<file path="src/hdl/vdcl_pkg.sv">
// ----------------------------------------------------------------------------
// vdcl_pkg
// Shared widths, opcodes and status codes of the current limiter table.
// ----------------------------------------------------------------------------
package vdcl_pkg;

  localparam int DATA_W         = 24;
  localparam int OPC_W          = 2;
  localparam int STAT_W         = 2;
  localparam int PTS_W          = 4;
  localparam int MAX_POINTS_DEF = 8;

  // difference of two 24-bit values, product and quotient widths
  localparam int DIFF_W  = DATA_W + 1;
  localparam int PROD_W  = 2 * DIFF_W;
  localparam int QUO_W   = DIFF_W;
  localparam int DCNT_W  = $clog2(QUO_W + 1);

  localparam logic [OPC_W-1:0] OP_CLEAR  = 2'd0;
  localparam logic [OPC_W-1:0] OP_INSERT = 2'd1;
  localparam logic [OPC_W-1:0] OP_QUERY  = 2'd2;

  localparam logic [STAT_W-1:0] ST_OK        = 2'd0;
  localparam logic [STAT_W-1:0] ST_DUPLICATE = 2'd1;
  localparam logic [STAT_W-1:0] ST_FULL      = 2'd2;
  localparam logic [STAT_W-1:0] ST_UNLIMITED = 2'd3;

  localparam logic signed [DATA_W-1:0] UNLIMITED_CODE = 24'sh7FFFFF;

endpackage

</file>
<file path="src/hdl/vdcl_in_if.sv">
// ----------------------------------------------------------------------------
// vdcl_in_if
// Command channel of the current limiter: opcode, voltage and current.
// ----------------------------------------------------------------------------
interface vdcl_in_if;
  logic                                 valid;
  logic                                 ready;
  logic [vdcl_pkg::OPC_W-1:0]           opcode;
  logic signed [vdcl_pkg::DATA_W-1:0]   voltage_value;
  logic signed [vdcl_pkg::DATA_W-1:0]   current_value;

  modport source (output valid, opcode, voltage_value, current_value, input ready);
  modport sink   (input valid, opcode, voltage_value, current_value, output ready);
endinterface

</file>
<file path="src/hdl/vdcl_out_if.sv">
// ----------------------------------------------------------------------------
// vdcl_out_if
// Result channel of the current limiter: status, limit and table fill.
// ----------------------------------------------------------------------------
interface vdcl_out_if;
  logic                                 valid;
  logic                                 ready;
  logic [vdcl_pkg::STAT_W-1:0]          status;
  logic signed [vdcl_pkg::DATA_W-1:0]   current_limit;
  logic [vdcl_pkg::PTS_W-1:0]           points_held;

  modport source (output valid, status, current_limit, points_held, input ready);
  modport sink   (input valid, status, current_limit, points_held, output ready);
endinterface

</file>
<file path="src/hdl/voltage_dependent_current_limiter.sv">
// ----------------------------------------------------------------------------
// voltage_dependent_current_limiter
// Piecewise-linear current limit table over DC voltage, one sequential divider.
//
// Usage: commands arrive on in_ch (valid/ready), one result per command
// leaves on out_ch. Opcodes: clear, insert breakpoint, query limit.
// in_ch.ready is high only while the sequencer is idle; one command is
// processed at a time. Steps per transaction:
//   clear, unused opcode, query of an empty table: no table access
//   insert: a scan that stops at the insert position, then the shift,
//   a read and a write per moved entry, over the rest of the table
//   query: a scan to the bracketing points; at or beyond an end point
//   that point's current, between points a multiply and a restoring division
// The search pace is set by the single registered read port of the table,
// the division by the restoring subtract unit, one quotient bit per cycle.
// A finished result waits in the out_ch register; the next command is taken
// meanwhile and its result is held back until out_ch.ready frees it.
// Reset (rst_n, synchronous) empties the table and drops any pending result;
// table entries are not cleared and are only read below the point count.
// ----------------------------------------------------------------------------
module voltage_dependent_current_limiter #(
  parameter int MAX_POINTS = vdcl_pkg::MAX_POINTS_DEF
) (
  input  logic        clk,
  input  logic        rst_n,
  vdcl_in_if.sink     in_ch,
  vdcl_out_if.source  out_ch
);
  import vdcl_pkg::*;

  localparam int CW = $clog2(MAX_POINTS + 1);
  localparam int AW = $clog2(MAX_POINTS);

  typedef enum logic [3:0] {
    S_IDLE, S_SCAN_RD, S_SCAN_CHK, S_INS_CHK, S_SH_RD, S_SH_WR, S_INS_WR,
    S_MUL, S_DIV_LD, S_DIV, S_FIN, S_DONE
  } state_t;

  state_t state_r, state_nxt;

  logic [CW-1:0]              cnt_r, cnt_nxt;
  logic [CW-1:0]              idx_r, idx_nxt;
  logic [CW-1:0]              pos_r, pos_nxt;
  logic [OPC_W-1:0]           opc_r, opc_nxt;
  logic signed [DATA_W-1:0]   v_r, v_nxt;
  logic signed [DATA_W-1:0]   c_r, c_nxt;
  logic signed [DATA_W-1:0]   prev_v_r, prev_v_nxt;
  logic signed [DATA_W-1:0]   prev_i_r, prev_i_nxt;
  logic signed [DIFF_W-1:0]   di_r, di_nxt;
  logic [DIFF_W-1:0]          dv_r, dv_nxt;
  logic [DIFF_W-1:0]          span_r, span_nxt;
  logic                       neg_r, neg_nxt;
  logic [PROD_W-1:0]          prod_r, prod_nxt;
  logic [DIFF_W-1:0]          rem_r, rem_nxt;
  logic [QUO_W-1:0]           quo_r, quo_nxt;
  logic [DCNT_W-1:0]          dcnt_r, dcnt_nxt;
  logic [STAT_W-1:0]          res_st_r, res_st_nxt;
  logic signed [DATA_W-1:0]   res_lim_r, res_lim_nxt;

  logic                       out_valid_r, out_valid_nxt;
  logic [STAT_W-1:0]          out_st_r, out_st_nxt;
  logic signed [DATA_W-1:0]   out_lim_r, out_lim_nxt;
  logic [PTS_W-1:0]           out_pts_r, out_pts_nxt;

  // table storage, one write and one registered read port
  logic signed [DATA_W-1:0]   mem_v [MAX_POINTS];
  logic signed [DATA_W-1:0]   mem_c [MAX_POINTS];
  logic signed [DATA_W-1:0]   rd_v_r, rd_c_r;
  logic [AW-1:0]              rd_addr;
  logic                       wr_en;
  logic [AW-1:0]              wr_addr;
  logic signed [DATA_W-1:0]   wr_v, wr_c;

  logic                       in_acc;
  logic [CW-1:0]              idx_dec;
  logic [DIFF_W-1:0]          di_mag;
  logic [DIFF_W:0]            trial;
  logic                       qbit;
  logic signed [QUO_W:0]      q_signed;
  logic signed [QUO_W+1:0]    lim_sum;
  logic [31:0]                cnt_ext;

  assign in_acc   = in_ch.valid && in_ch.ready;
  assign in_ch.ready = (state_r == S_IDLE);
  assign idx_dec  = idx_r - CW'(1);
  assign rd_addr  = (state_r == S_SH_RD) ? idx_dec[AW-1:0] : idx_r[AW-1:0];
  assign di_mag   = di_r[DIFF_W-1] ? DIFF_W'(-di_r) : DIFF_W'(di_r);
  assign trial    = {rem_r, quo_r[QUO_W-1]};
  assign qbit     = (trial >= {1'b0, span_r});
  assign q_signed = neg_r ? -$signed({1'b0, quo_r}) : $signed({1'b0, quo_r});
  assign lim_sum  = (QUO_W+2)'(prev_i_r) + (QUO_W+2)'(q_signed);
  assign cnt_ext  = 32'(cnt_r);

  assign out_ch.valid         = out_valid_r;
  assign out_ch.status        = out_st_r;
  assign out_ch.current_limit = out_lim_r;
  assign out_ch.points_held   = out_pts_r;

  always_comb begin
    state_nxt     = state_r;
    cnt_nxt       = cnt_r;
    idx_nxt       = idx_r;
    pos_nxt       = pos_r;
    opc_nxt       = opc_r;
    v_nxt         = v_r;
    c_nxt         = c_r;
    prev_v_nxt    = prev_v_r;
    prev_i_nxt    = prev_i_r;
    di_nxt        = di_r;
    dv_nxt        = dv_r;
    span_nxt      = span_r;
    neg_nxt       = neg_r;
    prod_nxt      = prod_r;
    rem_nxt       = rem_r;
    quo_nxt       = quo_r;
    dcnt_nxt      = dcnt_r;
    res_st_nxt    = res_st_r;
    res_lim_nxt   = res_lim_r;
    out_valid_nxt = out_valid_r && !out_ch.ready;
    out_st_nxt    = out_st_r;
    out_lim_nxt   = out_lim_r;
    out_pts_nxt   = out_pts_r;
    wr_en         = 1'b0;
    wr_addr       = idx_r[AW-1:0];
    wr_v          = rd_v_r;
    wr_c          = rd_c_r;

    unique case (state_r)
      S_IDLE: begin
        if (in_acc) begin
          opc_nxt     = in_ch.opcode;
          v_nxt       = in_ch.voltage_value;
          c_nxt       = in_ch.current_value;
          idx_nxt     = '0;
          res_st_nxt  = ST_OK;
          res_lim_nxt = '0;
          state_nxt   = S_DONE;
          priority if (in_ch.opcode == OP_CLEAR) begin
            cnt_nxt = '0;
          end else if (in_ch.opcode == OP_INSERT) begin
            state_nxt = S_SCAN_RD;
          end else if (in_ch.opcode == OP_QUERY) begin
            if (cnt_r == '0) begin
              res_st_nxt  = ST_UNLIMITED;
              res_lim_nxt = UNLIMITED_CODE;
            end else begin
              state_nxt = S_SCAN_RD;
            end
          end else begin
            // unused opcode: table untouched
            state_nxt = S_DONE;
          end
        end
      end
      S_SCAN_RD: begin
        if (idx_r == cnt_r) begin
          // ran off the end: above every stored voltage
          if (opc_r == OP_INSERT) begin
            pos_nxt   = cnt_r;
            state_nxt = S_INS_CHK;
          end else begin
            res_lim_nxt = prev_i_r;
            state_nxt   = S_DONE;
          end
        end else begin
          state_nxt = S_SCAN_CHK;
        end
      end
      S_SCAN_CHK: begin
        if (rd_v_r >= v_r) begin
          if (opc_r == OP_INSERT) begin
            if (rd_v_r == v_r) begin
              res_st_nxt = ST_DUPLICATE;
              state_nxt  = S_DONE;
            end else begin
              pos_nxt   = idx_r;
              state_nxt = S_INS_CHK;
            end
          end else if (idx_r == '0) begin
            res_lim_nxt = rd_c_r;
            state_nxt   = S_DONE;
          end else begin
            di_nxt    = DIFF_W'(rd_c_r) - DIFF_W'(prev_i_r);
            dv_nxt    = DIFF_W'(DIFF_W'(v_r) - DIFF_W'(prev_v_r));
            span_nxt  = DIFF_W'(DIFF_W'(rd_v_r) - DIFF_W'(prev_v_r));
            state_nxt = S_MUL;
          end
        end else begin
          prev_v_nxt = rd_v_r;
          prev_i_nxt = rd_c_r;
          idx_nxt    = idx_r + CW'(1);
          state_nxt  = S_SCAN_RD;
        end
      end
      S_INS_CHK: begin
        if (cnt_r >= CW'(MAX_POINTS)) begin
          res_st_nxt = ST_FULL;
          state_nxt  = S_DONE;
        end else begin
          idx_nxt   = cnt_r;
          state_nxt = S_SH_RD;
        end
      end
      S_SH_RD: begin
        state_nxt = (idx_r > pos_r) ? S_SH_WR : S_INS_WR;
      end
      S_SH_WR: begin
        wr_en     = 1'b1;
        idx_nxt   = idx_dec;
        state_nxt = S_SH_RD;
      end
      S_INS_WR: begin
        wr_en     = 1'b1;
        wr_addr   = pos_r[AW-1:0];
        wr_v      = v_r;
        wr_c      = c_r;
        cnt_nxt   = cnt_r + CW'(1);
        state_nxt = S_DONE;
      end
      S_MUL: begin
        neg_nxt   = di_r[DIFF_W-1];
        prod_nxt  = PROD_W'(di_mag) * PROD_W'(dv_r);
        state_nxt = S_DIV_LD;
      end
      S_DIV_LD: begin
        rem_nxt   = prod_r[PROD_W-1:QUO_W];
        quo_nxt   = prod_r[QUO_W-1:0];
        dcnt_nxt  = DCNT_W'(QUO_W);
        state_nxt = S_DIV;
      end
      S_DIV: begin
        rem_nxt  = qbit ? DIFF_W'(trial - {1'b0, span_r}) : trial[DIFF_W-1:0];
        quo_nxt  = {quo_r[QUO_W-2:0], qbit};
        dcnt_nxt = dcnt_r - DCNT_W'(1);
        if (dcnt_r == DCNT_W'(1)) begin
          state_nxt = S_FIN;
        end
      end
      S_FIN: begin
        res_lim_nxt = lim_sum[DATA_W-1:0];
        state_nxt   = S_DONE;
      end
      S_DONE: begin
        if (!out_valid_r || out_ch.ready) begin
          out_valid_nxt = 1'b1;
          out_st_nxt    = res_st_r;
          out_lim_nxt   = res_lim_r;
          out_pts_nxt   = cnt_ext[PTS_W-1:0];
          state_nxt     = S_IDLE;
        end
      end
      default: state_nxt = S_IDLE;
    endcase
  end

  always_ff @(posedge clk) begin
    if (!rst_n) begin
      state_r     <= S_IDLE;
      cnt_r       <= '0;
      out_valid_r <= 1'b0;
    end else begin
      state_r     <= state_nxt;
      cnt_r       <= cnt_nxt;
      out_valid_r <= out_valid_nxt;
    end
    out_st_r  <= out_st_nxt;
    out_lim_r <= out_lim_nxt;
    out_pts_r <= out_pts_nxt;
  end

  always_ff @(posedge clk) begin
    idx_r     <= idx_nxt;
    pos_r     <= pos_nxt;
    opc_r     <= opc_nxt;
    v_r       <= v_nxt;
    c_r       <= c_nxt;
    prev_v_r  <= prev_v_nxt;
    prev_i_r  <= prev_i_nxt;
    di_r      <= di_nxt;
    dv_r      <= dv_nxt;
    span_r    <= span_nxt;
    neg_r     <= neg_nxt;
    prod_r    <= prod_nxt;
    rem_r     <= rem_nxt;
    quo_r     <= quo_nxt;
    dcnt_r    <= dcnt_nxt;
    res_st_r  <= res_st_nxt;
    res_lim_r <= res_lim_nxt;
  end

  always_ff @(posedge clk) begin
    if (wr_en) begin
      mem_v[wr_addr] <= wr_v;
      mem_c[wr_addr] <= wr_c;
    end
    rd_v_r <= mem_v[rd_addr];
    rd_c_r <= mem_c[rd_addr];
  end

  a_cnt_bound: assert property (@(posedge clk) disable iff (!rst_n)
    cnt_r <= CW'(MAX_POINTS))
    else $error("point count above table depth");

  a_clear_empties: assert property (@(posedge clk) disable iff (!rst_n)
    in_acc && (in_ch.opcode == OP_CLEAR) |=> (cnt_r == '0))
    else $error("clear did not empty the table");

  a_div_rem: assert property (@(posedge clk) disable iff (!rst_n)
    (state_r == S_DIV) |-> (rem_r < span_r))
    else $error("division remainder not below span");

  a_unlimited_code: assert property (@(posedge clk) disable iff (!rst_n)
    out_valid_r && (out_st_r == ST_UNLIMITED) |-> (out_lim_r == UNLIMITED_CODE))
    else $error("unlimited status without maximum code");

  a_cnt_change: assert property (@(posedge clk) disable iff (!rst_n)
    !$stable(cnt_r) |-> ($past(state_r) == S_INS_WR) || ($past(state_r) == S_IDLE))
    else $error("point count changed outside clear or insert");

endmodule
</file>
<file path="src/flat_wrapper.sv">
// flat-port wrapper written by rule: the top's interface ports become plain ports
module voltage_dependent_current_limiter_flat import vdcl_pkg::*;
#(
  parameter int MAX_POINTS = vdcl_pkg::MAX_POINTS_DEF
)
  (clk, rst_n, in_ch_valid, in_ch_opcode, in_ch_voltage_value, in_ch_current_value, in_ch_ready, out_ch_valid, out_ch_status, out_ch_current_limit, out_ch_points_held, out_ch_ready);
  vdcl_in_if in_ch_i ();
  vdcl_out_if out_ch_i ();
  input  logic clk;
  input  logic rst_n;
  input wire logic [$bits(in_ch_i.valid)-1:0] in_ch_valid;
  input wire logic [$bits(in_ch_i.opcode)-1:0] in_ch_opcode;
  input wire logic [$bits(in_ch_i.voltage_value)-1:0] in_ch_voltage_value;
  input wire logic [$bits(in_ch_i.current_value)-1:0] in_ch_current_value;
  output wire logic [$bits(in_ch_i.ready)-1:0] in_ch_ready;
  output wire logic [$bits(out_ch_i.valid)-1:0] out_ch_valid;
  output wire logic [$bits(out_ch_i.status)-1:0] out_ch_status;
  output wire logic [$bits(out_ch_i.current_limit)-1:0] out_ch_current_limit;
  output wire logic [$bits(out_ch_i.points_held)-1:0] out_ch_points_held;
  input wire logic [$bits(out_ch_i.ready)-1:0] out_ch_ready;
  assign in_ch_i.valid = in_ch_valid;
  assign in_ch_i.opcode = in_ch_opcode;
  assign in_ch_i.voltage_value = in_ch_voltage_value;
  assign in_ch_i.current_value = in_ch_current_value;
  assign in_ch_ready = in_ch_i.ready;
  assign out_ch_valid = out_ch_i.valid;
  assign out_ch_status = out_ch_i.status;
  assign out_ch_current_limit = out_ch_i.current_limit;
  assign out_ch_points_held = out_ch_i.points_held;
  assign out_ch_i.ready = out_ch_ready;
  voltage_dependent_current_limiter #(.MAX_POINTS(MAX_POINTS)) u_core (.clk(clk), .rst_n(rst_n), .in_ch(in_ch_i), .out_ch(out_ch_i));
endmodule
</file>
<file path="config.mk">
export PLATFORM = sky130hd
export DESIGN_NAME = voltage_dependent_current_limiter_flat
export DESIGN_NICKNAME = d
export VERILOG_FILES = /design/src/hdl/vdcl_pkg.sv /design/src/hdl/vdcl_in_if.sv /design/src/hdl/vdcl_out_if.sv /design/src/hdl/voltage_dependent_current_limiter.sv /design/src/flat_wrapper.sv
export SDC_FILE = /design/constraint.sdc
export NUM_CORES = 2
export LEC_CHECK = 0
export BUFFER_PORTS_ARGS = -buffer_cell sky130_fd_sc_hd__buf_2
export CELL_PAD_IN_SITES_DETAIL_PLACEMENT = 0
export CELL_PAD_IN_SITES_GLOBAL_PLACEMENT = 1
export CORE_ASPECT_RATIO = 1.25
export CORE_MARGIN = 2
export CORE_UTILIZATION = 40
export CTS_BUF_LIST = sky130_fd_sc_hd__clkbuf_4 sky130_fd_sc_hd__clkbuf_8 sky130_fd_sc_hd__clkbuf_16
export DETAILED_ROUTE_END_ITERATION = 10
export HOLD_SLACK_MARGIN = 0.05
export PLACE_DENSITY_LB_ADDON = 0.1
export SLEW_MARGIN = 20
export SYNTH_ARGS = -nofsm -noshare
export SYNTH_HDL_FRONTEND = slang
export SYNTH_SLANG_ARGS = --single-unit
export TNS_END_PERCENT = 100
</file>
<file path="constraint.sdc">
create_clock -name clk -period 35.5 [get_ports clk]
set_input_delay 3.55 -clock clk [delete_from_list [all_inputs] [get_ports clk]]
set_output_delay 3.55 -clock clk [all_outputs]
set_load 0.02 [all_outputs]
</file>
==> Word level (Yosys, flattened, before mapping) <==
Memory sizes are Yosys's and may differ from the RTL's. A register that Yosys moved wholly into a read port is not among the register bits.
Cells that the tools add are included.
{ "word_totals": {"out_inout_bits": 32, "mem_bits_rw": 384, "regBits": 352, "n_memories": 2, "word_cells": 169} }
{ "op_classes": {"n_mux": 65, "eq_ne": 33, "bitwise_logic": 3, "n_lt_le_gt_ge": 4, "multipliers": 1, "add_sub_neg": 11, "reduce_logical": 27} }
{ "mem_list": {"columns": ["memory", "depth", "width", "read_ports", "rd_clocked_by_memory_dff", "write_ports", "line_no", "rtl"], "rows": [
  ["u_core.mem_c", 8, 24, 1, 1, 1, "voltage_dependent_current_limiter.sv:67", "logic signed [DATA_W-1:0] mem_c [MAX_POINTS];"],
  ["u_core.mem_v", 8, 24, 1, 1, 1, "voltage_dependent_current_limiter.sv:66", "logic signed [DATA_W-1:0] mem_v [MAX_POINTS];"]
]} }
{ "op_table": {"columns": ["cell", "n"], "rows": [
  ["$mux 24", 12],
  ["$pmux 25 s2", 2],
  ["$mux 4", 24],
  ["$pmux 24 s4", 1],
  ["$sub 24x24->25", 3],
  ["$mul 25x25->50", 1],
  ["$mux 25", 2],
  ["$pmux 4 s11", 1],
  ["$ge 26x25->1", 1],
  ["$neg 25->25", 1],
  ["$sub 25x25->25", 1],
  ["$add 24x24->24", 1],
  ["$eq 24x24->1", 1],
  ["$ge 24x24->1", 1],
  ["$neg 24->24", 1],
  ["$mux 23", 1],
  ["$mux 2", 10],
  ["$ne 2x1->1 const B", 9],
  ["$eq 4x3->1 const B", 4],
  ["$eq 4x4->1 const B", 4],
  ["$pmux 4 s2", 2],
  ["$pmux 4 s4", 1],
  ["$ne 2x2->1 const B", 7],
  ["$logic_not 4->1", 3],
  ["29 further kinds", 50]
]} }

==> Logic depth before layout (Yosys ltp) <==
{ "depth": {"word_depth": 7, "ltp_mapped": 36} }

==> Worst setup path before layout <==
Ideal clock, no wire load.
{ "synth_timing": {"path_type": "flip-flop to flip-flop", "start": "register u_core.v_r[1]", "end": "register u_core.state_r[2]", "arrival_ns": 14.264, "stages_incl_launch_ff": 13, "t_required_ns": 35.389, "slack_ns": 21.124, "setup_ns": 0.111, "period_less_slack_ns": 14.376, "path_buffers": 0, "cell_sequence": "edfxtp_1 -> inv_1 -> ha_1 -> nor2b_1 -> o21a_1 -> o21ai_0 -> nand2b_1 -> a21oi_1 -> o21a_1 -> o21bai_1 -> mux2i_1 -> a2111oi_0 -> o21a_1"} }
{ "synth_via": {"elab_chain_len": 3} }
{ "synth_lines": {"columns": ["item", "line_no", "rtl"], "rows": [
  ["start: declaration", "voltage_dependent_current_limiter.sv:45", "logic signed [DATA_W-1:0] v_r, v_nxt;"],
  ["start signal: assignment", "voltage_dependent_current_limiter.sv:275", "v_r <= v_nxt;"],
  ["$ge 24x24->1", "voltage_dependent_current_limiter.sv:170", "if (rd_v_r >= v_r) begin"],
  ["$mux 4", "voltage_dependent_current_limiter.sv:170", null],
  ["$pmux 4 s11", "voltage_dependent_current_limiter.sv:128", "unique case (state_r)"],
  ["end signal: assignment", "voltage_dependent_current_limiter.sv:262", "state_r <= state_nxt;"],
  ["end: declaration", "voltage_dependent_current_limiter.sv:39", "state_t state_r, state_nxt;"]
]} }
Every way passes these cells.
A chain may end at the register's enable or synchronous reset.

==> Worst setup path after layout <==
{ "layout_timing": {"start": "register u_core.di_r[10]", "end": "register u_core.prod_r[46] (data pin)"} }
{ "layout_via": {"elab_chain_len": 3} }
{ "layout_lines": {"columns": ["item", "line_no", "rtl"], "rows": [
  ["start: declaration", "voltage_dependent_current_limiter.sv:49", "logic signed [DIFF_W-1:0] di_r, di_nxt;"],
  ["start signal: assignment", "voltage_dependent_current_limiter.sv:279", "di_r <= di_nxt;"],
  ["$neg 25->25", "voltage_dependent_current_limiter.sv:87", "assign di_mag = di_r[DIFF_W-1] ? DIFF_W'(-di_r) : DIFF_W'(di_r);"],
  ["$mux 25 *", "voltage_dependent_current_limiter.sv:87", null],
  ["$mul 25x25->50 *", "voltage_dependent_current_limiter.sv:222", "prod_nxt = PROD_W'(di_mag) * PROD_W'(dv_r);"],
  ["end signal: assignment", "voltage_dependent_current_limiter.sv:283", "prod_r <= prod_nxt;"],
  ["end: declaration", "voltage_dependent_current_limiter.sv:53", "logic [PROD_W-1:0] prod_r, prod_nxt;"]
]} }
Mark *: on every way between the ends. The rest lies on a longest branch, timed or not.

==> flow_summary.toml <==
[status]
status = "complete, no violations"

[synthesis]
synth_area_leaders = "edfxtp_1 38%, fa_1 19%, ha_1 7.5%"
synth_area_sq_um = 56900
syn-num-nets = 5896
netlist.area_leader.share_pct = 38.4
synth_seq_cells = 784
synth_top_area_cell = "edfxtp_1"
async_flop_share_pct = 0
syn-mean-instance-area_sq_um = 11.4
synth-edff-count = 727
ys_seq_area_share_pct = 40.4
synthCells = 4970
netlist-cell-type-count = 91
yosys_warnings = 0
ys.flop_type = "edfxtp_1"

[floorplan]
start_util_pct = 40.3
io_pins = 86
fp.dieH_microns = 426
fp.dieW_microns = 341
die_area_sq_um = 145000
num_rows = 154
coreArea_sq_um = 141000

[cts]
hold_buffers = 0
clock_latency_ps = 670
cts-root-buf = "clkbuf_16"
numCtsBuffers = 74
htree_levels = 3
cts_resized = 0
clock_sinks = 784
cts_tree = "yes"
clk_pin_slew_ps = 70
clk_path_buf_depth = 3
cts_setup_buffers = 0

[detailed_routing]
vias = 35500
drtIter0Drc = 1687
viasPerCell = 5.12
final_antenna_net_count = 0
drt_wl_total_microns = 144000
wl_per_cell_microns = 20.8
drc = 0
first_pass_iters = 7

[finish]
nNetsFinal = 5924
nFillCells = 13400
final_layout_size_suffix_gt1_share_pct = 9.97
synthToLayoutAreaGrowth_pct = 9.95

[sta]
finalSetupTns_ps = 0
finalMaxSlewViolations = 0
finalCriticalPeriod_ps = 9830
hold_violations = 0
post-route-period-util_pct = 27.7
fmax_mhz = 102
tightest_slew_ps = 1170
setup_violations = 0
rsz0062_at_grt = "false"
fin_skew_ps = 44.7
timing.slew.headroom_pct = 21.8

[global_routing]
overflow = 0
first_global_vias = 38200
grt_pass1_wl_microns = 228000
grt.total_usage_pct = 20.3
antenna_found_initial = 2
grt_max_degree = 97

[critical_path]
slowest_delay_ps = 720
crit_path_max_fanout = 25
path_buf_inv = 5
setup.worst_path.end_class = "flip-flop"
critPathRequiredTime_ps = 35880
crit_type = "flip-flop to flip-flop"
start_kind = "flip-flop"
worstPathArrival_ps = 10210
crit_family = "adder cells"
slowest_stage = "xor2_4"
crit_path_frequent_cell = "fa_1"

[placed_design]
gp_congestion = 0.847
dp_hpwl_microns = 106000
port_buffers = 85

[min_path]
hp-class = "flip-flop to flip-flop"

[job]
drv_cap = 0
state kept, by name, summed over array words and instances (netlist names), 25 cells and up:
register / count
u_core.di_r: 25
u_core.dv_r: 25
u_core.mem_c: 192
u_core.mem_v: 192
u_core.prod_r: 50
u_core.quo_r: 25
u_core.rem_r: 25
u_core.span_r: 25
final timing paths:
kind / start / end / slack, ps / depth (start not counted)
hold / removal: u_core.res_lim_r[22]$_DFFE_PP_ / u_core.out_ch.current_limit[22]$_DFFE_PP_ / 410 / 0
setup / recovery: u_core.di_r[10]$_DFFE_PP_ / u_core.prod_r[46]$_DFFE_PP_ / 25670 / 30
setup reg to reg: u_core.di_r[10]$_DFFE_PP_ / u_core.prod_r[46]$_DFFE_PP_ / 25670 / 30
hold reg to reg: u_core.res_lim_r[22]$_DFFE_PP_ / u_core.out_ch.current_limit[22]$_DFFE_PP_ / 410 / 0
cell families after synthesis:
logic type	share of synthesized area [%]
AO/OA/AOI/OAI	7.25
flip-flops	40.4
AND/OR/NAND/NOR	11.5
multiplexers	5.12
XOR/XNOR	2.97
adder cells (fa/ha/maj)	26.2
buffers and inverters	6.57
cells in the mapped netlist, types with 12 or more instances:
library cell	count
xnor2_1	146
mux2_2	48
fa_1	531
ha_1	341
o211ai_1	12
nand3_1	41
a21o_1	70
and2_1	370
a21oi_1	148
nand4_1	25
mux2i_1	21
o21ai_1	12
edfxtp_1	727
a31oi_1	19
a221oi_1	22
dfxtp_1	57
nor4_1	12
clkbuf_1	176
xor2_1	47
nand2b_1	39
o21bai_1	15
nor2_1	134
nor2b_1	23
mux4_2	96
o21a_1	35
and3_1	23
inv_1	784
nor3_1	33
nand2_1	582
or3_1	13
o21ai_0	173
routing by layer:
layer | vias up | global-route usage (%) | routed length [microns]
met5 | - | 0 | 0
met2 | 499 | 36.6 | 74300
met4 | 0 | 5.10 | 2930
li1 | 16700 | - | -
met1 | 18100 | 26.5 | 63000
met3 | 159 | 1.44 | 3730
cell type report:
type | instances | area [sq um] | share of cell area (%)
diodes | 2 | 5.00 | 0.00800
clock buffers | 89 | 1990 | 3.18
clock inverters | 46 | 647 | 1.03
inverters | 785 | 2950 | 4.71
multi-input cells | 3200 | 30700 | 49.1
flip-flops and latches | 784 | 23000 | 36.7
well taps | 1872 | 2340 | 3.75
repair buffers | 153 | 960 | 1.53
worst reg2reg max path, delay by kind of cell, from the launching register on:
family | cells | cell delay, ps
simple gates | 6 | 1480
flops | 1 | 490
buf+inv | 5 | 240
compound gates | 9 | 2610
xor+xnor | 2 | 810
fa+ha+maj | 8 | 3890
layout by cell type, fill, tap and decap left out, types with 74 or more instances in the layout:
master       n
and2_1     370
xnor2_1    128
edfxtp_1   727
nand2_1    581
o21ai_0    172
buf_2       85
a21oi_1    147
clkbuf_16   74
mux4_2      96
ha_1       341
inv_1      782
nor2_1     124
fa_1       531
metrics by stage:
| step | instance area (sq um) | instances | util, % | hold slack [ps] | setup WS (ps) |
|---|---|---|---|---|---|
| 5_1_grt | 62500 | 6929 | 44.3 | 427 | 25010 |
| 2_1_floorplan | 56900 | 4970 | - | 400 | 21120 |
| 6_report | 62500 | 6931 | 44.3 | 413 | 25670 |
| 3_3_place_gp | 59900 | 6792 | 42.4 | 405 | 25800 |
| 3_5_place_dp | 59900 | 6792 | 42.4 | 405 | 25700 |
| 4_1_cts | 62500 | 6927 | 44.3 | 412 | 25610 |
Power is not shown: default switching activity piles up to over one toggle a cycle in this logic, so the estimate is an artifact.
